--- config.mk ---
export PLATFORM = sky130hd
export DESIGN_NAME = min_max_quantize_pack
export DESIGN_NICKNAME = d
export VERILOG_FILES = /design/src/sv/mmqp_pkg.sv /design/src/sv/min_max_quantize_pack.sv
export VERILOG_INCLUDE_DIRS = /design/src /design/src/sv
export SDC_FILE = /design/constraint.sdc
export NUM_CORES = 1
export LEC_CHECK = 0
export ABC_AREA = 1
export BUFFER_PORTS_ARGS = -buffer_cell sky130_fd_sc_hd__clkbuf_2
export CORE_MARGIN = 2
export CORE_UTILIZATION = 30
export CTS_BUF_LIST = sky130_fd_sc_hd__clkbuf_8
export DETAILED_ROUTE_END_ITERATION = 10
export PLACE_DENSITY = 0.41
export SLEW_MARGIN = 25
export SYNTH_ARGS = -nofsm -noshare
export SYNTH_HDL_FRONTEND = slang
export SYNTH_SLANG_ARGS = --single-unit
--- constraint.sdc ---
create_clock -name clk_i -period 10.23 [get_ports clk_i]
set_clock_uncertainty 0.2 [all_clocks]
set_input_delay 2.046 -clock clk_i [delete_from_list [all_inputs] [get_ports clk_i]]
set_output_delay 2.046 -clock clk_i [all_outputs]
set_load 0.02 [all_outputs]
--- src/sv/assert_macros.svh ---
// Assertion macros shared by the RTL of the quantizer.
`ifndef ASSERT_MACROS_SVH
`define ASSERT_MACROS_SVH

// Same-cycle implication, checked on every rising clock edge outside reset.
`define MMQP_ASSERT_IMP(lbl, ante, cons, msg) \
  lbl: assert property (@(posedge clk_i) disable iff (!rst_ni) (ante) |-> (cons)) \
    else $error(msg);

// Next-cycle implication, checked on every rising clock edge outside reset.
`define MMQP_ASSERT_NXT(lbl, ante, cons, msg) \
  lbl: assert property (@(posedge clk_i) disable iff (!rst_ni) (ante) |=> (cons)) \
    else $error(msg);

`endif

--- src/sv/mmqp_pkg.sv ---
package mmqp_pkg;

  localparam int unsigned WORD_W = 32;
  localparam int unsigned CODE_W = 16;
  localparam int unsigned QB_W = 5;
  localparam int unsigned CC_W = 3;

  localparam logic [QB_W-1:0] QB_MIN = 5'd2;
  localparam logic [QB_W-1:0] QB_MAX = 5'd16;
  localparam logic [QB_W-1:0] QB_RESET = 5'd8;
  localparam logic [CC_W-1:0] CC_RESET = 3'd1;

  typedef enum logic [1:0] {
    REQ_CLEAR = 2'd0,
    REQ_SCAN  = 2'd1,
    REQ_QUANT = 2'd2,
    REQ_NONE  = 2'd3
  } req_e;

  localparam logic REG_QUANT_BITS = 1'b0;
  localparam logic REG_CHANNEL_COUNT = 1'b1;

  typedef enum logic [1:0] {
    ST_IDLE,
    ST_SCAN,
    ST_CHECK,
    ST_DIV
  } state_e;

endpackage

--- src/sv/min_max_quantize_pack.sv ---
// Per-channel min/max quantizer. A transaction is accepted when start is high while busy is
// low. A clear transaction resets the ranges at acceptance, a scan transaction then visits
// all MAX_CHANNELS channels. A quantize transaction walks the used channels through one
// shared compare unit and one shared restoring divider: a range check for each channel, and
// for each channel that needs a division, one quotient bit per divider step up to the effective
// code width, quant_bits clamped to 2..16. The result appears on packed_word_o and flat_range_o,
// marked by done_o high for a single cycle, in the cycle after the last channel finishes; the
// receiver cannot stall it, so it must take it then.
module min_max_quantize_pack #(
  parameter int unsigned MAX_CHANNELS = 4,
  parameter int unsigned SAMPLE_BITS = 32
) (
  input  logic                          clk_i,
  input  logic                          rst_ni,
  input  logic                          start,
  output logic                          busy,
  input  logic [1:0]                    req_type_i,
  input  logic signed [31:0]            sample_ch0_i,
  input  logic signed [31:0]            sample_ch1_i,
  input  logic signed [31:0]            sample_ch2_i,
  input  logic signed [31:0]            sample_ch3_i,
  output logic                          done_o,
  output logic [mmqp_pkg::WORD_W-1:0]   packed_word_o,
  output logic                          flat_range_o,
  input  logic                          psel,
  input  logic                          penable,
  input  logic                          pwrite,
  input  logic [2:0]                    paddr,
  input  logic [31:0]                   pwdata,
  output logic [31:0]                   prdata,
  output logic                          pready
);

  `include "assert_macros.svh"

  localparam int unsigned SW = SAMPLE_BITS;
  localparam int unsigned LW = (SAMPLE_BITS < 32) ? SAMPLE_BITS : 32;
  localparam int unsigned IW = (MAX_CHANNELS > 1) ? $clog2(MAX_CHANNELS) : 1;
  localparam int unsigned CNT_W = $clog2(MAX_CHANNELS + 1);
  localparam int unsigned OFF_W = $clog2(MAX_CHANNELS * mmqp_pkg::CODE_W + 1);
  localparam int unsigned CW = mmqp_pkg::CODE_W;
  localparam logic signed [SW-1:0] SMAX = {1'b0, {(SW-1){1'b1}}};
  localparam logic signed [SW-1:0] SMIN = {1'b1, {(SW-1){1'b0}}};

  mmqp_pkg::state_e state_q, state_d;

  logic [mmqp_pkg::QB_W-1:0] quant_bits_q;
  logic [mmqp_pkg::CC_W-1:0] channel_count_q;

  logic signed [SW-1:0] range_low_q [MAX_CHANNELS];
  logic signed [SW-1:0] range_high_q [MAX_CHANNELS];
  logic signed [SW-1:0] sample_q [MAX_CHANNELS];
  logic signed [SW-1:0] sample_in [MAX_CHANNELS];

  logic [CNT_W-1:0]  ch_q, ch_d;
  logic [OFF_W-1:0]  off_q, off_d;
  logic [mmqp_pkg::WORD_W-1:0] word_q, word_d;
  logic              flat_q, flat_d;
  logic [SW-1:0]     rem_q, rem_d;
  logic [SW-1:0]     den_q, den_d;
  logic [CW-1:0]     quo_q, quo_d;
  logic [mmqp_pkg::QB_W-1:0] iter_q, iter_d;
  logic              done_q, done_d;
  logic [mmqp_pkg::WORD_W-1:0] packed_q, packed_d;
  logic              flat_out_q, flat_out_d;

  logic              accept;
  logic              cfg_write;
  logic [mmqp_pkg::QB_W-1:0] bits_eff;
  logic [CNT_W-1:0]  used;
  logic [CW-1:0]     top;
  logic [IW-1:0]     idx;
  logic signed [SW-1:0] v_sel, lo_sel, hi_sel;
  logic              is_flat, is_below, is_above;
  logic [SW:0]       num_wide, den_wide;
  logic [SW:0]       rem_sh;
  logic              rem_ge;
  logic              last_ch;
  logic              last_iter;
  logic              scan_last;
  logic              merge;
  logic [CW-1:0]     merge_code;
  logic              merge_flat;

  assign accept = start && !busy;
  assign busy = (state_q != mmqp_pkg::ST_IDLE);
  assign cfg_write = psel && penable && pwrite && pready;
  assign pready = 1'b1;

  assign prdata = (paddr[2] == mmqp_pkg::REG_CHANNEL_COUNT)
                ? {{(32-mmqp_pkg::CC_W){1'b0}}, channel_count_q}
                : {{(32-mmqp_pkg::QB_W){1'b0}}, quant_bits_q};

  always_comb begin
    for (int c = 0; c < MAX_CHANNELS; c++) begin
      sample_in[c] = '0;
    end
    sample_in[0] = SW'(signed'(sample_ch0_i[LW-1:0]));
    if (MAX_CHANNELS > 1) begin
      sample_in[1 % MAX_CHANNELS] = SW'(signed'(sample_ch1_i[LW-1:0]));
    end
    if (MAX_CHANNELS > 2) begin
      sample_in[2 % MAX_CHANNELS] = SW'(signed'(sample_ch2_i[LW-1:0]));
    end
    if (MAX_CHANNELS > 3) begin
      sample_in[3 % MAX_CHANNELS] = SW'(signed'(sample_ch3_i[LW-1:0]));
    end
  end

  always_comb begin
    if (quant_bits_q < mmqp_pkg::QB_MIN) begin
      bits_eff = mmqp_pkg::QB_MIN;
    end else if (quant_bits_q > mmqp_pkg::QB_MAX) begin
      bits_eff = mmqp_pkg::QB_MAX;
    end else begin
      bits_eff = quant_bits_q;
    end
    if (channel_count_q == '0) begin
      used = CNT_W'(1);
    end else if (32'(channel_count_q) > MAX_CHANNELS) begin
      used = CNT_W'(MAX_CHANNELS);
    end else begin
      used = CNT_W'(channel_count_q);
    end
  end

  assign top = CW'((17'(1) << bits_eff) - 17'(1));

  // Shared compare unit: one channel per cycle, held while the divider works on a channel.
  assign idx = ch_q[IW-1:0];
  assign v_sel = sample_q[idx];
  assign lo_sel = range_low_q[idx];
  assign hi_sel = range_high_q[idx];
  assign is_flat = (hi_sel <= lo_sel);
  assign is_below = (v_sel <= lo_sel);
  assign is_above = (v_sel >= hi_sel);
  assign num_wide = (SW+1)'(v_sel) - (SW+1)'(lo_sel);
  assign den_wide = (SW+1)'(hi_sel) - (SW+1)'(lo_sel);

  // Shared restoring divider: one quotient bit per cycle.
  assign rem_sh = {rem_q, 1'b0};
  assign rem_ge = (rem_sh >= {1'b0, den_q});

  assign last_ch = ((ch_q + CNT_W'(1)) == used);
  assign last_iter = (iter_q == (bits_eff - mmqp_pkg::QB_W'(1)));
  assign scan_last = (ch_q == CNT_W'(MAX_CHANNELS - 1));

  always_comb begin
    state_d = state_q;
    case (state_q)
      mmqp_pkg::ST_IDLE: begin
        if (accept && (req_type_i == mmqp_pkg::REQ_SCAN)) begin
          state_d = mmqp_pkg::ST_SCAN;
        end else if (accept && (req_type_i == mmqp_pkg::REQ_QUANT)) begin
          state_d = mmqp_pkg::ST_CHECK;
        end
      end
      mmqp_pkg::ST_SCAN: begin
        if (scan_last) begin
          state_d = mmqp_pkg::ST_IDLE;
        end
      end
      mmqp_pkg::ST_CHECK: begin
        if (!is_flat && !is_below && !is_above) begin
          state_d = mmqp_pkg::ST_DIV;
        end else if (last_ch) begin
          state_d = mmqp_pkg::ST_IDLE;
        end
      end
      mmqp_pkg::ST_DIV: begin
        if (last_iter) begin
          state_d = last_ch ? mmqp_pkg::ST_IDLE : mmqp_pkg::ST_CHECK;
        end
      end
      default: begin
        state_d = mmqp_pkg::ST_IDLE;
      end
    endcase
  end

  always_comb begin
    ch_d = ch_q;
    off_d = off_q;
    word_d = word_q;
    flat_d = flat_q;
    rem_d = rem_q;
    den_d = den_q;
    quo_d = quo_q;
    iter_d = iter_q;
    done_d = 1'b0;
    packed_d = packed_q;
    flat_out_d = flat_out_q;
    merge = 1'b0;
    merge_code = '0;
    merge_flat = 1'b0;
    case (state_q)
      mmqp_pkg::ST_IDLE: begin
        ch_d = '0;
        off_d = '0;
        word_d = '0;
        flat_d = 1'b0;
      end
      mmqp_pkg::ST_SCAN: begin
        ch_d = ch_q + CNT_W'(1);
      end
      mmqp_pkg::ST_CHECK: begin
        if (is_flat) begin
          merge = 1'b1;
          merge_flat = 1'b1;
        end else if (is_below) begin
          merge = 1'b1;
        end else if (is_above) begin
          merge = 1'b1;
          merge_code = top;
        end else begin
          rem_d = num_wide[SW-1:0];
          den_d = den_wide[SW-1:0];
          quo_d = '0;
          iter_d = '0;
        end
      end
      mmqp_pkg::ST_DIV: begin
        rem_d = rem_ge ? SW'(rem_sh - {1'b0, den_q}) : rem_sh[SW-1:0];
        quo_d = {quo_q[CW-2:0], rem_ge};
        iter_d = iter_q + mmqp_pkg::QB_W'(1);
        if (last_iter) begin
          merge = 1'b1;
          merge_code = {quo_q[CW-2:0], rem_ge};
        end
      end
      default: begin
      end
    endcase
    if (merge) begin
      word_d = word_q | (mmqp_pkg::WORD_W'(merge_code) << off_q);
      flat_d = flat_q | merge_flat;
      ch_d = ch_q + CNT_W'(1);
      off_d = off_q + OFF_W'(bits_eff);
      if (last_ch) begin
        done_d = 1'b1;
        packed_d = word_d;
        flat_out_d = flat_d;
      end
    end
  end

  always_ff @(posedge clk_i or negedge rst_ni) begin
    if (!rst_ni) begin
      state_q <= mmqp_pkg::ST_IDLE;
      quant_bits_q <= mmqp_pkg::QB_RESET;
      channel_count_q <= mmqp_pkg::CC_RESET;
      ch_q <= '0;
      off_q <= '0;
      iter_q <= '0;
      done_q <= 1'b0;
    end else begin
      state_q <= state_d;
      ch_q <= ch_d;
      off_q <= off_d;
      iter_q <= iter_d;
      done_q <= done_d;
      if (cfg_write && (paddr[2] == mmqp_pkg::REG_QUANT_BITS)) begin
        quant_bits_q <= pwdata[mmqp_pkg::QB_W-1:0];
      end
      if (cfg_write && (paddr[2] == mmqp_pkg::REG_CHANNEL_COUNT)) begin
        channel_count_q <= pwdata[mmqp_pkg::CC_W-1:0];
      end
    end
  end

  always_ff @(posedge clk_i or negedge rst_ni) begin
    if (!rst_ni) begin
      for (int c = 0; c < MAX_CHANNELS; c++) begin
        range_low_q[c] <= SMAX;
        range_high_q[c] <= SMIN;
      end
    end else if (accept && (req_type_i == mmqp_pkg::REQ_CLEAR)) begin
      for (int c = 0; c < MAX_CHANNELS; c++) begin
        range_low_q[c] <= SMAX;
        range_high_q[c] <= SMIN;
      end
    end else if (state_q == mmqp_pkg::ST_SCAN) begin
      if (v_sel < lo_sel) begin
        range_low_q[idx] <= v_sel;
      end
      if (v_sel > hi_sel) begin
        range_high_q[idx] <= v_sel;
      end
    end
  end

  always_ff @(posedge clk_i) begin
    if (accept) begin
      for (int c = 0; c < MAX_CHANNELS; c++) begin
        sample_q[c] <= sample_in[c];
      end
    end
    word_q <= word_d;
    flat_q <= flat_d;
    rem_q <= rem_d;
    den_q <= den_d;
    quo_q <= quo_d;
    packed_q <= packed_d;
    flat_out_q <= flat_out_d;
  end

  assign done_o = done_q;
  assign packed_word_o = packed_q;
  assign flat_range_o = flat_out_q;

  `MMQP_ASSERT_IMP(a_done_when_idle, done_q, state_q == mmqp_pkg::ST_IDLE,
                   "Result strobe while a transaction is still in progress.")
  `MMQP_ASSERT_IMP(a_div_iter_bound, state_q == mmqp_pkg::ST_DIV, iter_q < bits_eff,
                   "Divider ran past the configured code width.")
  `MMQP_ASSERT_IMP(a_quant_ch_bound, state_q == mmqp_pkg::ST_CHECK, ch_q < used,
                   "Quantize step on a channel beyond the used count.")
  `MMQP_ASSERT_NXT(a_quant_starts, accept && (req_type_i == mmqp_pkg::REQ_QUANT),
                   state_q == mmqp_pkg::ST_CHECK && ch_q == '0,
                   "Quantize transaction did not start at the first channel.")

endmodule

After elaboration in Yosys (flattened, before gate mapping)
Memories as Yosys holds them, arrays and structs flattened.
Index checks and enable logic that the tools add are counted.
{ "word_totals": {"input_bits": 171, "latchBits": 0, "wordCells": 163, "mem_count": 1, "romBits": 0, "ram_bits": 128, "register_bits": 427} }
{ "classes": {"eq_ne": 15, "bitwise": 7, "mux": 66, "n_shift": 2, "add_sub_neg": 8, "n_div": 0, "magnitude_cmp": 11, "reduce_logical": 31, "mul": 0} }
{ "mem_list": {"columns": ["name", "words", "width", "rd", "rd_ports_with_merged_regs", "wr", "line", "text"], "rows": [
  ["sample_q", 4, 32, 1, 0, 4, "min_max_quantize_pack.sv:52", "logic signed [SW-1:0] sample_q [MAX_CHANNELS];"]
]} }
{ "op_table": {"columns": ["operator", "count"], "rows": [
  ["two-way mux 128 bit", 6],
  ["two-way mux 32 bit", 11],
  ["bitwise mux 128 bit", 2],
  ["binary-select mux 32 bit (select 2 bit)", 2],
  ["subtractor 32 bit", 3],
  ["demux 32 bit (select 2 bit)", 1],
  ["<= comparator 32 bit", 2],
  ["two-way mux 16 bit", 4],
  ["one-hot mux 32 bit (2 select lines)", 1],
  ["two-way mux 15 bit", 3],
  [">= comparator 33 x 32 -> 1 bit", 1],
  [">= comparator 32 bit", 1],
  ["> comparator 32 bit", 1],
  ["< comparator 32 bit", 1],
  ["bitwise OR 32 bit", 1],
  ["one-hot mux 16 bit (2 select lines)", 1],
  ["left shift 16 x 7 -> 32 bit", 1],
  ["two-way mux 5 bit", 6],
  ["one-hot mux 15 bit (2 select lines)", 1],
  ["left shift 1 x 5 -> 16 bit (first input constant)", 1],
  ["subtractor 16 x 2 -> 16 bit (second input constant)", 1],
  ["two-way mux 2 bit", 7],
  ["two-way mux 7 bit", 2],
  ["two-way mux 1 bit", 12],
  ["32 further kinds", 68]
]} }

Longest topological paths before layout
{ "depth": {"ltp_word": 12, "depth_mapped": 33, "mapped_depth_nobuf": 31} }

Worst setup path after synthesis
No wires, ideal clock.
{ "synth_path": {"kind": "reg2reg", "startpoint": "reg ch_q[0]", "endpoint": "reg iter_q[1] (netlist bit)", "t_required_ns": 9.908, "path_stages_with_launch": 24, "path_buffers": 5, "t_arrival_ns": 6.111, "period_less_slack_ns": 6.432, "path_slack_ns": 3.798, "setup_time_ns": 0.122, "path_cell_list": "dfrtp_1 > clkbuf_1 > clkbuf_1 > clkbuf_1 > buf_1 > buf_1 > a21oi_1 > a21oi_1 > ha_1 > nand2_1 > inv_1 > a21oi_1 > nand2_2 > nand2_2 > nand2_2 > nand2_2 > nand2_1 > nand2_1 > nand3_4 > nor2_8 > nand2_1 > o21ai_1 > inv_1 > a22o_1"} }
{ "synth_between": {"elab_chain_cells": 7, "elab_cells_between_ends": 15, "cone_classes": "order compare (3); eq/ne (3); mux (6); bitwise (1); reduce/logical (1); memory (1)"} }
{ "synth_rtl": {"columns": ["item", "line", "text"], "rows": [
  ["start: declaration", "min_max_quantize_pack.sv:55", "logic [CNT_W-1:0] ch_q, ch_d;"],
  ["start signal: assignment", "min_max_quantize_pack.sv:258", "ch_q <= ch_d;"],
  ["inverter 2 -> 3 bit (not written as such)", "min_max_quantize_pack.sv:132, min_max_quantize_pack.sv:133", null],
  ["binary-select mux 32 bit (select 2 bit) (on tied branches)", "min_max_quantize_pack.sv:133, min_max_quantize_pack.sv:132", null],
  ["two-way mux 32 bit (on tied branches) (2 in a row)", "min_max_quantize_pack.sv:133, min_max_quantize_pack.sv:132", null],
  [">= comparator 32 bit, or another cell as far along", "min_max_quantize_pack.sv:136", "assign is_above = (v_sel >= hi_sel);"],
  ["!= test 2 bit (no source line)", null, null],
  ["AND reduction 4 bit (no source line) (*)", null, null],
  ["end signal: assignment", "min_max_quantize_pack.sv:260", "iter_q <= iter_d;"],
  ["end: declaration", "min_max_quantize_pack.sv:62", "logic [mmqp_pkg::QB_W-1:0] iter_q, iter_d;"]
]} }
Every way passes the cells marked *; elsewhere a longest branch is shown, timed or not. The select of a mux whose other input is x is not followed.
A chain may end at the register's enable or synchronous reset.

Worst setup path after layout
{ "layout_path": {"startpoint": "reg ch_q[0]", "endpoint": "reg word_q[8] (netlist bit), enable pin"} }
{ "layout_between": {"elab_chain_cells": 10, "elab_cells_between_ends": 16, "cone_classes": "order compare (3); mux (10); bitwise (1); reduce/logical (1); memory (1)"} }
{ "layout_rtl": {"columns": ["item", "line", "text"], "rows": [
  ["inverter 2 -> 3 bit (not written as such)", "min_max_quantize_pack.sv:132, min_max_quantize_pack.sv:133", null],
  ["binary-select mux 32 bit (select 2 bit)", "min_max_quantize_pack.sv:133", "assign hi_sel = range_high_q[idx];"],
  ["two-way mux 32 bit (not written as such) (2 in a row)", "min_max_quantize_pack.sv:133", null],
  [">= comparator 32 bit", "min_max_quantize_pack.sv:136", null],
  ["two-way mux 1 bit", "min_max_quantize_pack.sv:212", "end else if (is_above) begin"],
  ["two-way mux 1 bit", "min_max_quantize_pack.sv:210", "end else if (is_below) begin"],
  ["two-way mux 1 bit (*)", "min_max_quantize_pack.sv:207", "if (is_flat) begin"],
  ["one-hot mux 1 bit (2 select lines) (*)", "min_max_quantize_pack.sv:196", "case (state_q)"],
  ["nonzero test 2 bit (no source line) (*)", null, null],
  ["end signal: assignment", "min_max_quantize_pack.sv:298", "word_q <= word_d;"],
  ["end: declaration", "min_max_quantize_pack.sv:57", "logic [mmqp_pkg::WORD_W-1:0] word_q, word_d;"]
]} }
Marks and branches as above.

==> flow_summary.yaml <==
worst_setup_path:
  critPathArrivalTime_ns: 7.38
  crit_fanout: 64
  r2r-end: "word_q[8]"
  cp.buffers_inverters: 7
  cp_slowest_stage_delay_ns: 0.80
  slowest_stage: "dfrtp_4"
  critPathKind: "register to register"
  rrSetupSlack_ns: 3.09
  critPathTopFamily: "buffers and inverters"
  r2r-start: "ch_q[0]"
  cp.required_ns: 10.47
  rr_worst_depth: 25
  critPathLaunchType: "register"
  cp-end-kind: "register"
drt:
  drt_iter0_drc: 1999
  drt_wl_total_um: 107000
  drt_pre_antenna_iters: 8
  wire_per_inst_um: 19.2
  vias: 27200
  vias_per_cell: 4.88
  detail-route-antenna-nets: 0
  drc_errors: 0
logic_synthesis:
  synthSimpleGateAreaFrac_pct: 18.8
  ys_ff_latch: 555
  synth_flop_cell: "edfxtp_1"
  synth_seq_area_share_pct: 47.1
  synthMuxAreaShare_pct: 0
  synth_edf_count: 273
  ys_warn_count: 0
  synthXorXnorAreaFrac_pct: 2.19
  synth_area_um2: 32800
  synth_compound_area_share_pct: 17.1
  ys_types: 64
  syn_inst: 3939
  synth.avg_cell_area_um2: 8.32
  synth_fa_ha_area_share_pct: 5.78
  async_flop_share_pct: 50.8
  synth_top_family_by_area: "simple AND/OR/NAND/NOR gates"
timing:
  min_period_ns: 7.14
  hold_violations: 0
  worst_pin_slew_ns: 1.04
  tns_ns: 0
  setup_violations: 0
  rsz0062_at_grt: "false"
  layout_worst_path_cycle_share_pct: 69.8
  clock.fmax_mhz: 140
  slew_violations: 0
  slew_headroom_pct: 30.3
place:
  globalplace.congestion: 0.829
  io_buffers: 181
  dp_hpwl_um: 71600
  placed_cell_area_um2: 34900
final_layout:
  layout-drive-gt1-share_pct: 14.5
  nets: 4387
  final_cell_mix: "783 x nand2_1, 550 x inv_1, 442 x o21ai_0"
  regArea_um2: 15400
  syn_to_final_growth_pct: 13.0
  multi_input_area_um2: 14600
  mostFrequentLayoutCell: "nand2_1"
  fin_area_um2: 37000
  num-fill-cells: 11600
outcome:
  status: "complete, no violations"
cts:
  cts_tree: "yes"
  clockBufferDepth: 3
  cts_hold_buffers: 0
  post_cts_resized: 0
  clk_latency_ns: 0.79
  clkTransAtPathRegs_ns: 0.06
  cts_setup_buffers: 0
  numCtsBuffers: 104
  cts_root_buf: "clkbuf_8"
  cts.sinks: 555
  cts_max_level: 3
job:
  cap_violations: 0
grt:
  grt_pass1_vias: 27000
  overflow: 0
  grt_pass1_wl_um: 164000
  grt_max_degree: 104
  grt_usage_pct: 19.0
  grt_antenna_before_repair: 2
floorplanning:
  row_count: 121
  start_util_pct: 30.2
  ios: 239
  die_x_um: 334
  core_area_um2: 109000
  dieArea_um2: 112000
  die_h_um: 334
worst_hold_path:
  holdPathEnd: "range_high_q[63]"
  hold_path_depth: 2
  hp-class: "register to register"
  hold_start: "range_high_q[63]"
## worst max path at each step
stage | to | depth (start not counted) | slack, ns | startpoint
finish | word_q[8] | 25 | 3.09 | ch_q[0]
global route | word_q[8] | 25 | 2.53 | ch_q[0]
CTS | word_q[8] | 20 | 2.99 | ch_q[0]
detailed placement | word_q[6] | 20 | 3.05 | ch_q[0]
global placement | word_q[8] | 20 | 3.10 | ch_q[0]
floorplan | iter_q[1] | 23 | 3.80 | ch_q[0]
## kinds of logic (layout without fill, tap and decap cells)
kind of cell,count (synthesis),count (layout)
simple gates,1450,1450
compound gates,959,959
buf+inv,742,936
flops,555,555
fa+ha+maj,149,149
xor+xnor,82,82
other cells,2,30
## per-layer routing
| layer | GRT usage [%] | vias to the layer above | share of wire [%] |
|---|---|---|---|
| li1 | - | 13500 | - |
| met1 | 27.8 | 12900 | 50 |
| met2 | 28.6 | 704 | 43 |
| met3 | 3.20 | 147 | 5.2 |
| met4 | 5.53 | 2 | 2.2 |
| met5 | 0 | - | 0.014 |
## cell usage after synthesis, drive strengths merged (3+ instances only)
cell type / instances / area (um^2)
nand2: 802 / 3070
inv: 514 / 1930
o21ai: 458 / 2300
nor2: 334 / 1310
a21oi: 275 / 1440
edfxtp: 273 / 8200
nand3: 247 / 1370
clkbuf: 153 / 574
dfrtp: 152 / 3800
ha: 145 / 1810
dfstp: 130 / 3420
a22o: 94 / 823
buf: 72 / 453
xor2: 42 / 368
nand4: 41 / 257
xnor2: 40 / 350
a32oi: 33 / 289
a31oi: 19 / 119
o211ai: 15 / 113
nor3: 14 / 80.1
o22ai: 10 / 62.6
a21boi: 9 / 67.6
o21bai: 7 / 56.3
or2: 7 / 43.8
a21o: 6 / 45.0
o21a: 5 / 37.5
o31ai: 5 / 37.5
a211oi: 4 / 30.0
a31o: 4 / 35.0
fa: 4 / 80.1
o221ai: 4 / 35.0
clkinv: 3 / 11.3
nor4: 3 / 31.3
o32ai: 3 / 26.3
## registers in the layout (all words and copies together) (netlist names)
register,cells
packed_word_o,32
rem_q,32
range_high_q,128
state_q,2
sample_q,128
den_q,32
flat_range_o,1
quo_q,15
word_q,32
range_low_q,128
flat_q,1
done_o,1
quant_bits_q,5
ch_q,3
channel_count_q,3
off_q,7
iter_q,5
## tightest hold or removal path: cells and delay by family (launching register included)
| family | cells | cell delay, ns |
|---|---|---|
| AND/OR/NAND/NOR | 2 | 0.10 |
| flip-flops | 1 | 0.36 |
## layout make-up
cell class                 instances  share of cell area (%)
antenna                            2                  0.0135
clock inverter                    84                    1.24
tap                             1414                    4.78
timing repair buffer             221                    3.45
inverter                         517                    5.27
clock buffer                     114                    4.24
sequential                       555                    41.6
multi-input combinational       2668                    39.4
## metrics by stage
step | hold slack (ns) | std cells | setup WS, ns | util [%]
after floorplan | 0.248 | 3965 | 3.80 | -
after global placement | 0.259 | 5372 | 3.10 | 32.2
after detailed placement | 0.258 | 5373 | 3.05 | 32.2
after CTS | 0.269 | 5571 | 2.99 | 34.1
after global routing | 0.284 | 5574 | 2.53 | 34.1
final | 0.266 | 5575 | 3.09 | 34.1
Power is not shown: default switching activity piles up to over one toggle a cycle in this logic, so the estimate is an artifact.
